[src/spit_pkg.sv]
// ============================================================================
// spit_pkg: shared types and constants for the swipe period image trigger
// Holds the register map, the reset values of the registers and the
// configuration and result bundles that travel between the modules.
// ============================================================================
package spit_pkg;

  // Register indexes on the configuration port (byte address is 4 * index).
  typedef enum logic [2:0] {
    REG_UPPER_THRESHOLD  = 3'd0,
    REG_LOWER_THRESHOLD  = 3'd1,
    REG_IDLE_LIMIT       = 3'd2,
    REG_IMAGE_COLUMNS    = 3'd3,
    REG_MODE_Z_THRESHOLD = 3'd4,
    REG_MODE_Z_RUN       = 3'd5
  } reg_index_t;

  // Reset values of the registers.
  localparam logic signed [7:0] UPPER_THRESHOLD_RESET  = 8'sd126;
  localparam logic signed [7:0] LOWER_THRESHOLD_RESET  = -8'sd126;
  localparam logic [15:0]       IDLE_LIMIT_RESET       = 16'd800;
  localparam logic [7:0]        IMAGE_COLUMNS_RESET    = 8'd15;
  localparam logic signed [7:0] MODE_Z_THRESHOLD_RESET = 8'sd100;
  localparam logic [7:0]        MODE_Z_RUN_RESET       = 8'd10;

  // Current register contents, as seen by the datapath.
  typedef struct packed {
    logic signed [7:0] upper_threshold;
    logic signed [7:0] lower_threshold;
    logic [15:0]       idle_limit;
    logic [7:0]        image_columns;
    logic signed [7:0] mode_z_threshold;
    logic [7:0]        mode_z_run;
  } cfg_t;

  // One result word.
  typedef struct packed {
    logic show_image;
    logic swing_right;
    logic swing_left;
    logic idle;
    logic change_mode;
  } result_t;

endpackage

[src/swipe_period_image_trigger.sv]
// ============================================================================
// swipe_period_image_trigger: swing period tracker and image start trigger
// Measures left and right swing periods from x samples, pulses the image
// start point within each swing and watches z for a mode change while idle.
//
//   port group     dir   handshake         payload
//   in  word       in    in_valid/ready    accel_x, accel_z
//   out word       out   out_valid/ready   show_image, swing_right, swing_left,
//                                          idle, change_mode
//   config         in    APB psel/penable  paddr, pwdata, prdata
//
// One word per clock while the output is not stalled; a result passes from the
// input register through the decision logic into the output register.
// The swing state updates as a word moves from input to output register.
// A stalled output holds the pipeline; in_ready drops only when both the
// input and output registers are full and out_ready is low.
// Reset (rst, synchronous) empties the pipeline and loads register defaults.
// ============================================================================
module swipe_period_image_trigger #(
  parameter int COUNT_BITS = 16
) (
  input  logic              clk,
  input  logic              rst,
  input  logic              psel,
  input  logic              penable,
  input  logic              pwrite,
  input  logic [4:0]        paddr,
  input  logic [31:0]       pwdata,
  output logic [31:0]       prdata,
  output logic              pready,
  input  logic              in_valid,
  output logic              in_ready,
  input  logic signed [7:0] accel_x,
  input  logic signed [7:0] accel_z,
  output logic              out_valid,
  input  logic              out_ready,
  output logic              show_image,
  output logic              swing_right,
  output logic              swing_left,
  output logic              idle,
  output logic              change_mode
);
  import spit_pkg::*;

  cfg_t              cfg;
  result_t           result_next;
  result_t           result;
  logic              full;
  logic signed [7:0] x_reg;
  logic signed [7:0] z_reg;
  logic              advance;

  spit_cfg_regs u_regs (
    .clk     (clk),
    .rst     (rst),
    .psel    (psel),
    .penable (penable),
    .pwrite  (pwrite),
    .paddr   (paddr),
    .pwdata  (pwdata),
    .prdata  (prdata),
    .pready  (pready),
    .cfg     (cfg)
  );

  spit_core #(
    .COUNT_BITS (COUNT_BITS)
  ) u_core (
    .clk     (clk),
    .rst     (rst),
    .cfg     (cfg),
    .step    (advance),
    .accel_x (x_reg),
    .accel_z (z_reg),
    .result  (result_next)
  );

  // The held word moves on whenever the output register is free or drains.
  assign advance  = full && (!out_valid || out_ready);
  assign in_ready = !full || advance;

  // Input register.
  always_ff @(posedge clk) begin
    if (rst) begin
      full <= 1'b0;
    end else if (in_ready) begin
      full <= in_valid;
    end
  end

  always_ff @(posedge clk) begin
    if (in_valid && in_ready) begin
      x_reg <= accel_x;
      z_reg <= accel_z;
    end
  end

  // Output register.
  always_ff @(posedge clk) begin
    if (rst) begin
      out_valid <= 1'b0;
    end else if (advance) begin
      out_valid <= 1'b1;
    end else if (out_ready) begin
      out_valid <= 1'b0;
    end
  end

  always_ff @(posedge clk) begin
    if (advance) begin
      result <= result_next;
    end
  end

  assign show_image  = result.show_image;
  assign swing_right = result.swing_right;
  assign swing_left  = result.swing_left;
  assign idle        = result.idle;
  assign change_mode = result.change_mode;

  // Input stalls only with both registers full and the output blocked.
  a_stall_cause: assert property (@(posedge clk) disable iff (rst)
    !in_ready |-> (full && out_valid && !out_ready))
    else $error("input stalled without a blocked pipeline");

  // A new output word always comes from a held input word.
  a_out_source: assert property (@(posedge clk) disable iff (rst)
    $rose(out_valid) |-> $past(full))
    else $error("output word appeared without an input word");

  // The image starts only inside an active swing; mode change only while idle.
  a_show_in_swing: assert property (@(posedge clk) disable iff (rst)
    out_valid && show_image |-> (swing_right || swing_left))
    else $error("show pulse outside any swing");

  a_change_idle: assert property (@(posedge clk) disable iff (rst)
    out_valid && change_mode |-> idle)
    else $error("mode change while not idle");

endmodule

[src/spit_cfg_regs.sv]
// ============================================================================
// spit_cfg_regs: configuration register file
// APB-style write and read access to the six trigger registers.
// ============================================================================
module spit_cfg_regs (
  input  logic           clk,
  input  logic           rst,
  input  logic           psel,
  input  logic           penable,
  input  logic           pwrite,
  input  logic [4:0]     paddr,
  input  logic [31:0]    pwdata,
  output logic [31:0]    prdata,
  output logic           pready,
  output spit_pkg::cfg_t cfg
);
  import spit_pkg::*;

  logic       wr_en;
  logic [2:0] index;

  assign pready = 1'b1;
  assign wr_en  = psel && penable && pwrite && pready;
  assign index  = paddr[4:2];

  // Register writes; addresses past the map are ignored.
  always_ff @(posedge clk) begin
    if (rst) begin
      cfg.upper_threshold  <= UPPER_THRESHOLD_RESET;
      cfg.lower_threshold  <= LOWER_THRESHOLD_RESET;
      cfg.idle_limit       <= IDLE_LIMIT_RESET;
      cfg.image_columns    <= IMAGE_COLUMNS_RESET;
      cfg.mode_z_threshold <= MODE_Z_THRESHOLD_RESET;
      cfg.mode_z_run       <= MODE_Z_RUN_RESET;
    end else if (wr_en) begin
      unique case (index)
        REG_UPPER_THRESHOLD:  cfg.upper_threshold  <= pwdata[7:0];
        REG_LOWER_THRESHOLD:  cfg.lower_threshold  <= pwdata[7:0];
        REG_IDLE_LIMIT:       cfg.idle_limit       <= pwdata[15:0];
        REG_IMAGE_COLUMNS:    cfg.image_columns    <= pwdata[7:0];
        REG_MODE_Z_THRESHOLD: cfg.mode_z_threshold <= pwdata[7:0];
        REG_MODE_Z_RUN:       cfg.mode_z_run       <= pwdata[7:0];
        default: ;
      endcase
    end
  end

  // Read back the raw register bits.
  always_comb begin
    unique case (index)
      REG_UPPER_THRESHOLD:  prdata = {24'd0, cfg.upper_threshold};
      REG_LOWER_THRESHOLD:  prdata = {24'd0, cfg.lower_threshold};
      REG_IDLE_LIMIT:       prdata = {16'd0, cfg.idle_limit};
      REG_IMAGE_COLUMNS:    prdata = {24'd0, cfg.image_columns};
      REG_MODE_Z_THRESHOLD: prdata = {24'd0, cfg.mode_z_threshold};
      REG_MODE_Z_RUN:       prdata = {24'd0, cfg.mode_z_run};
      default:              prdata = 32'd0;
    endcase
  end

endmodule

[src/spit_core.sv]
// ============================================================================
// spit_core: swing tracking state and per-sample decision logic
// Holds the swing counters, periods and z run, and works out one result
// word from one sample in a single pass of logic.
// ============================================================================
module spit_core #(
  parameter int COUNT_BITS = 16
) (
  input  logic              clk,
  input  logic              rst,
  input  spit_pkg::cfg_t    cfg,
  input  logic              step,
  input  logic signed [7:0] accel_x,
  input  logic signed [7:0] accel_z,
  output spit_pkg::result_t result
);
  import spit_pkg::*;

  // Compare width that holds a count, the idle limit and twice the columns.
  localparam int EW = (COUNT_BITS > 16) ? COUNT_BITS : 16;
  localparam logic [COUNT_BITS-1:0] LEFT_COUNT_RESET =
    COUNT_BITS'(32'(IDLE_LIMIT_RESET) + 32'd1);

  logic signed [7:0]       previous_x;
  logic                    right_active;
  logic                    left_active;
  logic [COUNT_BITS-1:0]   right_count;
  logic [COUNT_BITS-1:0]   left_count;
  logic [COUNT_BITS-1:0]   right_period;
  logic [COUNT_BITS-1:0]   left_period;
  logic [7:0]              z_run_count;

  logic                    right_active_next;
  logic                    left_active_next;
  logic [COUNT_BITS-1:0]   right_step;
  logic [COUNT_BITS-1:0]   left_step;
  logic [COUNT_BITS-1:0]   right_count_next;
  logic [COUNT_BITS-1:0]   left_count_next;
  logic [COUNT_BITS-1:0]   right_period_next;
  logic [COUNT_BITS-1:0]   left_period_next;
  logic [7:0]              z_run_count_next;
  logic [7:0]              z_run_inc;
  logic                    right_start;
  logic                    left_start;
  logic                    show_right;
  logic                    show_left;
  logic                    idle_now;
  logic                    change_now;

  // True when a count sits at the show point of its period. A period
  // shorter than twice the column count never fires.
  function automatic logic hits_target(input logic [COUNT_BITS-1:0] count,
                                       input logic [COUNT_BITS-1:0] period,
                                       input logic [7:0]            columns);
    logic [EW-1:0] off;
    logic [EW-1:0] per;
    logic [EW-1:0] target;
    off    = EW'({columns, 1'b0});
    per    = EW'(period);
    target = (per - off) >> 1;
    return (per >= off) && (EW'(count) == target);
  endfunction

  // Rightward swing: start on a falling crossing of the upper threshold,
  // stop once x drops below the lower threshold.
  always_comb begin
    right_start = (accel_x < cfg.upper_threshold) && (previous_x >= cfg.upper_threshold);
    if (right_start) begin
      right_active_next = 1'b1;
    end else if (accel_x < cfg.lower_threshold) begin
      right_active_next = 1'b0;
    end else begin
      right_active_next = right_active;
    end
    right_step = right_start ? '0 : right_count;
    if (right_active_next) begin
      right_step = right_step + COUNT_BITS'(1);
    end
    show_right = right_active_next && hits_target(right_step, right_period, cfg.image_columns);
  end

  // Leftward swing: start on a rising crossing of the lower threshold,
  // stop once x rises above the upper threshold.
  always_comb begin
    left_start = (accel_x > cfg.lower_threshold) && (previous_x <= cfg.lower_threshold);
    if (left_start) begin
      left_active_next = 1'b1;
    end else if (accel_x > cfg.upper_threshold) begin
      left_active_next = 1'b0;
    end else begin
      left_active_next = left_active;
    end
    left_step = left_start ? '0 : left_count;
    if (left_active_next) begin
      left_step = left_step + COUNT_BITS'(1);
    end
    show_left = left_active_next && hits_target(left_step, left_period, cfg.image_columns);
  end

  // Idle detection and the z run toward a mode change.
  always_comb begin
    idle_now = (EW'(right_step) > EW'(cfg.idle_limit)) ||
               (EW'(left_step) > EW'(cfg.idle_limit));
    z_run_inc        = z_run_count + 8'd1;
    z_run_count_next = z_run_count;
    change_now       = 1'b0;
    if (idle_now) begin
      if (accel_z >= cfg.mode_z_threshold) begin
        z_run_count_next = z_run_inc;
        change_now       = (z_run_inc == cfg.mode_z_run);
      end else begin
        z_run_count_next = 8'd0;
      end
    end
  end

  // A stopped, nonzero count becomes its direction's period.
  always_comb begin
    right_count_next  = right_step;
    right_period_next = right_period;
    if (!right_active_next && (right_step != '0)) begin
      right_period_next = right_step;
      right_count_next  = '0;
    end
    left_count_next  = left_step;
    left_period_next = left_period;
    if (!left_active_next && (left_step != '0)) begin
      left_period_next = left_step;
      left_count_next  = '0;
    end
  end

  always_comb begin
    result.show_image  = show_right || show_left;
    result.swing_right = right_active_next;
    result.swing_left  = left_active_next;
    result.idle        = idle_now;
    result.change_mode = change_now;
  end

  // State update, once per processed sample.
  always_ff @(posedge clk) begin
    if (rst) begin
      previous_x   <= 8'sd0;
      right_active <= 1'b0;
      left_active  <= 1'b1;
      right_count  <= '0;
      left_count   <= LEFT_COUNT_RESET;
      right_period <= '0;
      left_period  <= '0;
      z_run_count  <= 8'd0;
    end else if (step) begin
      previous_x   <= accel_x;
      right_active <= right_active_next;
      left_active  <= left_active_next;
      right_count  <= right_count_next;
      left_count   <= left_count_next;
      right_period <= right_period_next;
      left_period  <= left_period_next;
      z_run_count  <= z_run_count_next;
    end
  end

  // An inactive swing always leaves its count cleared.
  a_right_cleared: assert property (@(posedge clk) disable iff (rst)
    !right_active |-> (right_count == '0))
    else $error("right count nonzero while inactive");

  a_left_cleared: assert property (@(posedge clk) disable iff (rst)
    !left_active |-> (left_count == '0))
    else $error("left count nonzero while inactive");

  // The z run only moves while idle.
  a_z_run_idle: assert property (@(posedge clk) disable iff (rst)
    step && !idle_now |=> $stable(z_run_count))
    else $error("z run changed outside idle");

endmodule

[config.mk]
export PLATFORM = sky130hd
export DESIGN_NAME = swipe_period_image_trigger
export DESIGN_NICKNAME = d
export VERILOG_FILES = /design/src/spit_pkg.sv /design/src/swipe_period_image_trigger.sv /design/src/spit_cfg_regs.sv /design/src/spit_core.sv
export SDC_FILE = /design/constraint.sdc
export NUM_CORES = 1
export LEC_CHECK = 0
export BUFFER_PORTS_ARGS = -buffer_cell sky130_fd_sc_hd__buf_2
export CAP_MARGIN = 15
export CORE_MARGIN = 4
export CORE_UTILIZATION = 60
export CTS_BUF_LIST = sky130_fd_sc_hd__clkbuf_8 sky130_fd_sc_hd__clkbuf_16
export DETAILED_ROUTE_END_ITERATION = 6
export PLACE_DENSITY_LB_ADDON = 0.05
export SYNTH_ARGS = -nofsm -noshare
export SYNTH_HDL_FRONTEND = slang
export SYNTH_SLANG_ARGS = --single-unit
[constraint.sdc]
create_clock -name clk -period 9.5 [get_ports clk]
set_clock_uncertainty 0.2 [all_clocks]
set_input_delay 1.425 -clock clk [delete_from_list [all_inputs] [get_ports clk]]
set_output_delay 1.425 -clock clk [all_outputs]
set_load 0.02 [all_outputs]
; Word-level counts from Yosys, hierarchy flattened
; Index checks and enable logic that the tools add are counted.
[word_totals]
wordCells = 95
register_bits = 161
inputBits = 60
[op_classes]
reduce_logical = 34
n_eq_ne = 8
mux = 14
n_addsub = 5
order_cmp = 11
[op_table]
columns = cell, count
row1 = $mux 16, 6
row2 = $pmux 16 s6, 1
row3 = $add 16x1->16 const B, 2
row4 = $eq 16x15->1, 2
row5 = $ge 16x9->1, 2
row6 = $gt 16x16->1, 2
row7 = $reduce_bool 16->1, 2
row8 = $sub 16x9->16, 2
row9 = $reduce_and 2->1, 10
row10 = $ge 8x8->1, 2
row11 = $gt 8x8->1, 2
row12 = $lt 8x8->1, 2
row13 = $logic_and 1x1->1, 12
row14 = $add 8x1->8 const B, 1
row15 = $eq 8x8->1, 1
row16 = $le 8x8->1, 1
row17 = $mux 8, 1
row18 = $eq 3x2->1 const B, 2
row19 = $eq 3x3->1 const B, 2
row20 = $mux 1, 6
row21 = $logic_not 1->1, 4
row22 = $logic_or 1x1->1, 4
row23 = $eq 3x1->1 const B, 1
row24 = $logic_not 3->1, 1
row25 = $reduce_bool 2->1, 1

; Depth between registers and ports, before layout
[depth]
word_depth = 9
depth_mapped = 28

; By module
; From an unflattened synthesis, not the netlist that was laid out.
[unflattened]
cells_unflattened = 1364
area_unflattened_um2 = 11758.8
[modules_own_cells]
columns = mod, n_inst, area_each_um2, cells_per_inst
row1 = spit_core, 1, 8114.0, 1022
row2 = spit_cfg_regs, 1, 2910.3, 311
row3 = swipe_period_image_trigger, 1, 734.5, 31

; Worst setup path before layout
; Ideal clock, no wire load.
[synth_path]
path_type = register -> register
startpoint = reg x_reg[7]
endpoint = reg u_core.z_run_count[1]
stages_incl_launch_ff = 26
setup_slack_ns = 4.141
arrival_ns = 5.025
synth_period_minus_slack_ns = 5.359
path_cell_list = edfxtp_1 > ha_1 > or3b_1 > buf_6 > o311ai_2 > nor2_1 > clkbuf_1 > clkbuf_1 > nor2b_1 > ha_1 > and3_1 > nand3_1 > nor4b_2 > xnor2_1 > nor2_1 > ha_1 > a21o_1 > a21o_1 > a21oi_1 > nor2b_1 > o21ai_0 > nand3_1 > a32oi_1 > clkbuf_1 > or3_1 > a21oi_1
[synth_between]
elab_chain_len = 8
word_cells_on_any_way = 20
classes_between = add/sub (2) / order compare (6) / mux (8) / reduce/logical (4)
[synth_lines]
columns = element, line
row1 = from (decl), swipe_period_image_trigger.sv:49  ; logic signed [7:0] x_reg;
row2 = from (signal assigned), swipe_period_image_trigger.sv:93  ; x_reg <= accel_x;
row3 = $gt 8x8->1, spit_core.sv:85  ; left_start = (accel_x > cfg.lower_threshold) && (previous_x <= cfg.lower_threshold);
row4 = $logic_and 1x1->1, spit_core.sv:85
row5 = $mux 16, spit_core.sv:93  ; left_step = left_start ? '0 : left_count;
row6 = $add 16x1->16, spit_core.sv:95  ; left_step = left_step + COUNT_BITS'(1);
row7 = $mux 16 (*), spit_core.sv:94  ; if (left_active_next) begin
row8 = via u_core.left_step[8], spit_core.sv:36  ; logic [COUNT_BITS-1:0] left_step;
row9 = $gt 16x16->1 (*), spit_core.sv:103  ; (EW'(left_step) > EW'(cfg.idle_limit));
row10 = $logic_or 1x1->1 (*), spit_core.sv:102  ; idle_now = (EW'(right_step) > EW'(cfg.idle_limit)) ||
row11 = $reduce_and 2->1 (no line) (*), n/a
row12 = to (signal assigned), spit_core.sv:160  ; z_run_count <= z_run_count_next;
row13 = to (decl), spit_core.sv:31  ; logic [7:0] z_run_count;
; Mark *: on every way through the listed nets, which the timed path passes. The rest lies on a longest branch.
; A chain may end at the register's enable or synchronous reset.

; Final worst setup path
[layout_path]
startpoint = reg, netlist name u_regs.cfg[43]
endpoint = reg u_core.z_run_count[4]
[layout_between]
elab_chain_len = 8
word_cells_on_any_way = 15
classes_between = add/sub (1) / order compare (5) / mux (6) / reduce/logical (3)
[layout_lines]
columns = element, line
row1 = $gt 8x8->1 or $le 8x8->1 (tied branches), spit_core.sv:85
row2 = $logic_and 1x1->1 (*), spit_core.sv:85
row3 = $mux 16, spit_core.sv:93
row4 = $add 16x1->16, spit_core.sv:95
row5 = $mux 16 (*), spit_core.sv:94
row6 = via u_core.left_step[10], spit_core.sv:36
row7 = $gt 16x16->1 (*), spit_core.sv:103
row8 = $logic_or 1x1->1 (*), spit_core.sv:102
row9 = $reduce_and 2->1 (no line) (*), n/a
; Marks and branches as above.

==> run summary <==
run status = finished, final reports clean
type of the worst setup path = flip-flop to flip-flop
number of global-route vias before repair = 8,983
most repeated cell in the gate-level netlist after synthesis = nor2_1
leading area contributor after synthesis = dfxtp_1
DRC errors left = 0
RSZ-0062 raised after global routing = no
GRT Util Overall = 29.62%
critical path peak fanout = 20
total of max-cap violations = 0
most used flip-flop cell after synthesis = dfxtp_1
Reg-to-Reg Start = u_regs.cfg[43]
max reg flops = 56
flip-flop and latch count after synthesis = 161
met1 wire length = 13.20 mm
yosys synthesis warning count = 0
Top reg by flops = u_regs.cfg
clock tree buffer depth = 2
worst reg2reg setup slack = 2.68 ns
number of CTS-inserted buffers = 17
proportion of power drawn by combinational gates = 13.0%
final standard cell utilization of the core = 66.47%
area share of the largest cell type after synthesis = 25.69%
leak pwr = 4.862 nW
net count of the finished layout = 1,466
antenna violations before repair = 0
power per cell area = 135.9 mW/mm²
clock insertion delay at the later pin of the skew report = 0.44 ns
antenna cells = 0
fraction of power spent switching nets = 29.99%
clock share of power = 42.7%
total met3 wirelength after detailed routing = 1.943 mm
cell types occupying the most area after synthesis = dfxtp_1 26%, ha_1 10%, mux2i_1 6.4%, edfxtp_1 5.8%, nor2_1 5.5%
Top Metal Used = met4
unique cell type count in the Yosys netlist = 90
fin crit period = 6.815 ns
cells on worst reg2reg path = 24
post-CTS repair timing setup buffer count = 0
Final Instance Area = 0.01190 mm²
filler instances = 1,535
Worst Hold Depth = 2
number of vias per cell after detailed routing = 6.138
capture point of the worst reg-to-reg path = u_core.z_run_count[4]
Max Transition Viols Final = 0
layout cells sized above 1 = 10.86%
Worst setup SP type = flip-flop
sequential cell area fraction in the yosys report = 31.46%
Reg power frac = 44.3%
number of DRC markers in iteration 0 = 731
hold worst-path end = u_regs.cfg[38]
largest net degree at the start of global routing = 101
class of the worst hold path = flip-flop to flip-flop
Routed met2 length = 13.76 mm
cell internal power dissipation = 1.132 mW
most used standard cells in the synthesized netlist = 160 x nor2_1, 140 x dfxtp_1, 95 x nand2_1
IO buf count = 64
P_sw = 484.9 µW
area taken by multi-input logic gates = 0.006920 mm²
mean post-synth cell area = 8.518 µm²
Synth-to-Final Area Change = 9.059%
Slew headroom = 29.15%
Die Y = 142.9 µm
area of all sequential standard cells = 0.003433 mm²
first-pass GRT wire length = 47.38 mm
clock sink count = 161
launch instance of the worst min-delay path = u_regs.cfg[38]
maximum VDD drop = 0.0001317 V
kind of end point of the critical path = flip-flop
worst slew pin tran = 1.063 ns
arrival time worst endpoint = 6.90 ns
share of synthesized flip-flops with an asynchronous set or reset = 0%
cell area after placement = 0.01131 mm²
Routed WL per cell = 19.25 µm
summed instance area of the synthesized netlist = 0.01091 mm²
H-tree depth reported by CTS = 4
routed via count = 9,545
Reg clk slew, reported paths = 0.07 ns
Initial Util = 60.95%
clock root cell = clkbuf_16
std cell rows = 49
Total Power Consumption = 1.617 mW
total global routing overflow = 0
Gate Count Post-Synth = 1,281
part of the cycle the worst path needs = 71.74%
1st-pass router iterations = 6
count of nets left with antenna violations after detail routing = 0
highest achievable clock rate = 146.7 MHz
total setup violations reported at the end of the flow = 0
hold buffer count at cts = 0
half-perimeter wire length of the detailed placement result = 22.30 mm
clock tree from TritonCTS = built
Post-Route Setup TNS = 0 ns
Core Box Area = 0.01790 mm²
GPL Wtd Cong = 0.9662
Horiz. Die Dim = 142.9 µm
routed wire length = 29.94 mm
number of gates resized after cts = 0
Final Hold Viols = 0
io pins = 100
die area = 0.02041 mm²
data required time at the worst endpoint = 9.58 ns
EDFF count, synth = 21
-- stage by stage --
stage | instances | hold slack (ns) | setup slack [ns]
final | 1555 | 0.2572 | 2.685
after global routing | 1555 | 0.2820 | 2.260
after CTS | 1555 | 0.2578 | 2.779
after detailed placement | 1523 | 0.2479 | 2.839
after global placement | 1523 | 0.2420 | 3.015
after floorplan | 1296 | 0.2363 | 4.141
-- worst max path at each step --
stage              startpoint  cells after the start                     to
6_report       u_regs.cfg[43]                     24  u_core.z_run_count[4]
5_1_grt        u_regs.cfg[43]                     24  u_core.z_run_count[4]
3_3_place_gp   u_regs.cfg[43]                     24  u_core.z_run_count[3]
2_1_floorplan        x_reg[7]                     25  u_core.z_run_count[1]
4_1_cts        u_regs.cfg[43]                     24  u_core.z_run_count[3]
3_5_place_dp   u_regs.cfg[43]                     24  u_core.z_run_count[3]
-- metal layers --
metal | track usage (%) | up-vias
met3 | 6.363 | 70
met5 | 0 | -
met2 | 47.63 | 338
li1 | - | 4643
met4 | 11.56 | 0
met1 | 39.05 | 4494
-- power groups by stage --
stage          sequential, mW  clock (mW)  combinational, mW
5_1_grt                 0.718       0.730              0.229
3_3_place_gp            0.731           0              0.203
2_1_floorplan           0.729           0              0.154
3_5_place_dp            0.731           0              0.207
4_1_cts                 0.715       0.697              0.208
6_report                0.716       0.691              0.210
-- critical path: stages (launching register included) --
cell and delay (ns):
dfxtp_1 0.40, inv_1 0.09, ha_1 0.31, a21o_1 0.18, a21oi_1 0.55, nand2_1 0.18
o311ai_2 0.39, nor2_1 0.08, buf_4 0.22, nor2b_1 0.14, ha_1 0.24, and3_1 0.27
nand3_1 0.25, nor3_1 0.36, xnor2_1 0.11, nor2_1 0.38, ha_1 0.34, a21o_1 0.16
a21oi_1 0.15, nor2b_1 0.06, o21ai_0 0.24, nand3_1 0.20, a32oi_1 0.84, or4b_2 0.27
a21oi_1 0.06
-- area by class of cell --
class	instances	share of cell area, %
Sequential cell	161	28.85
Timing Repair Buffer	76	3.470
Tap cell	229	2.408
Multi-Input combinational cell	989	58.15
Clock buffer	17	3.575
Clock inverter	15	1.398
Inverter	68	2.145
-- cells in the final DEF, fill, tap and decap left out, types with 17 or more instances in the layout --
cell type,instances
nor2_1,160
dfxtp_1,140
nand2_1,95
ha_1,91
a21oi_1,75
mux2i_1,70
inv_1,68
buf_2,63
xnor2_1,50
nor3_1,41
xor2_1,32
o21ai_0,28
nand3_1,22
a211o_1,22
nand4_1,22
edfxtp_1,21
nor2b_1,19
a211oi_1,17
conb_1,17
clkbuf_16,17
-- logic make-up (layout without fill, tap and decap cells) --
| logic type | count (synthesis) | in the layout | share of synthesized area, % |
|---|---|---|---|
| DFF | 161 | 161 | 31.46 |
| other | 2 | 17 | 0.06883 |
| xor gates and xnor gates | 84 | 84 | 6.937 |
| muxes | 73 | 73 | 6.834 |
| and+or+nand+nor | 448 | 448 | 19.83 |
| buffers and inverters | 146 | 176 | 6.054 |
| AOI/OAI and AO/OA | 274 | 274 | 18.01 |
| adders and majority gates | 93 | 93 | 10.80 |
Note: power is estimated with default switching activity, not from simulation.
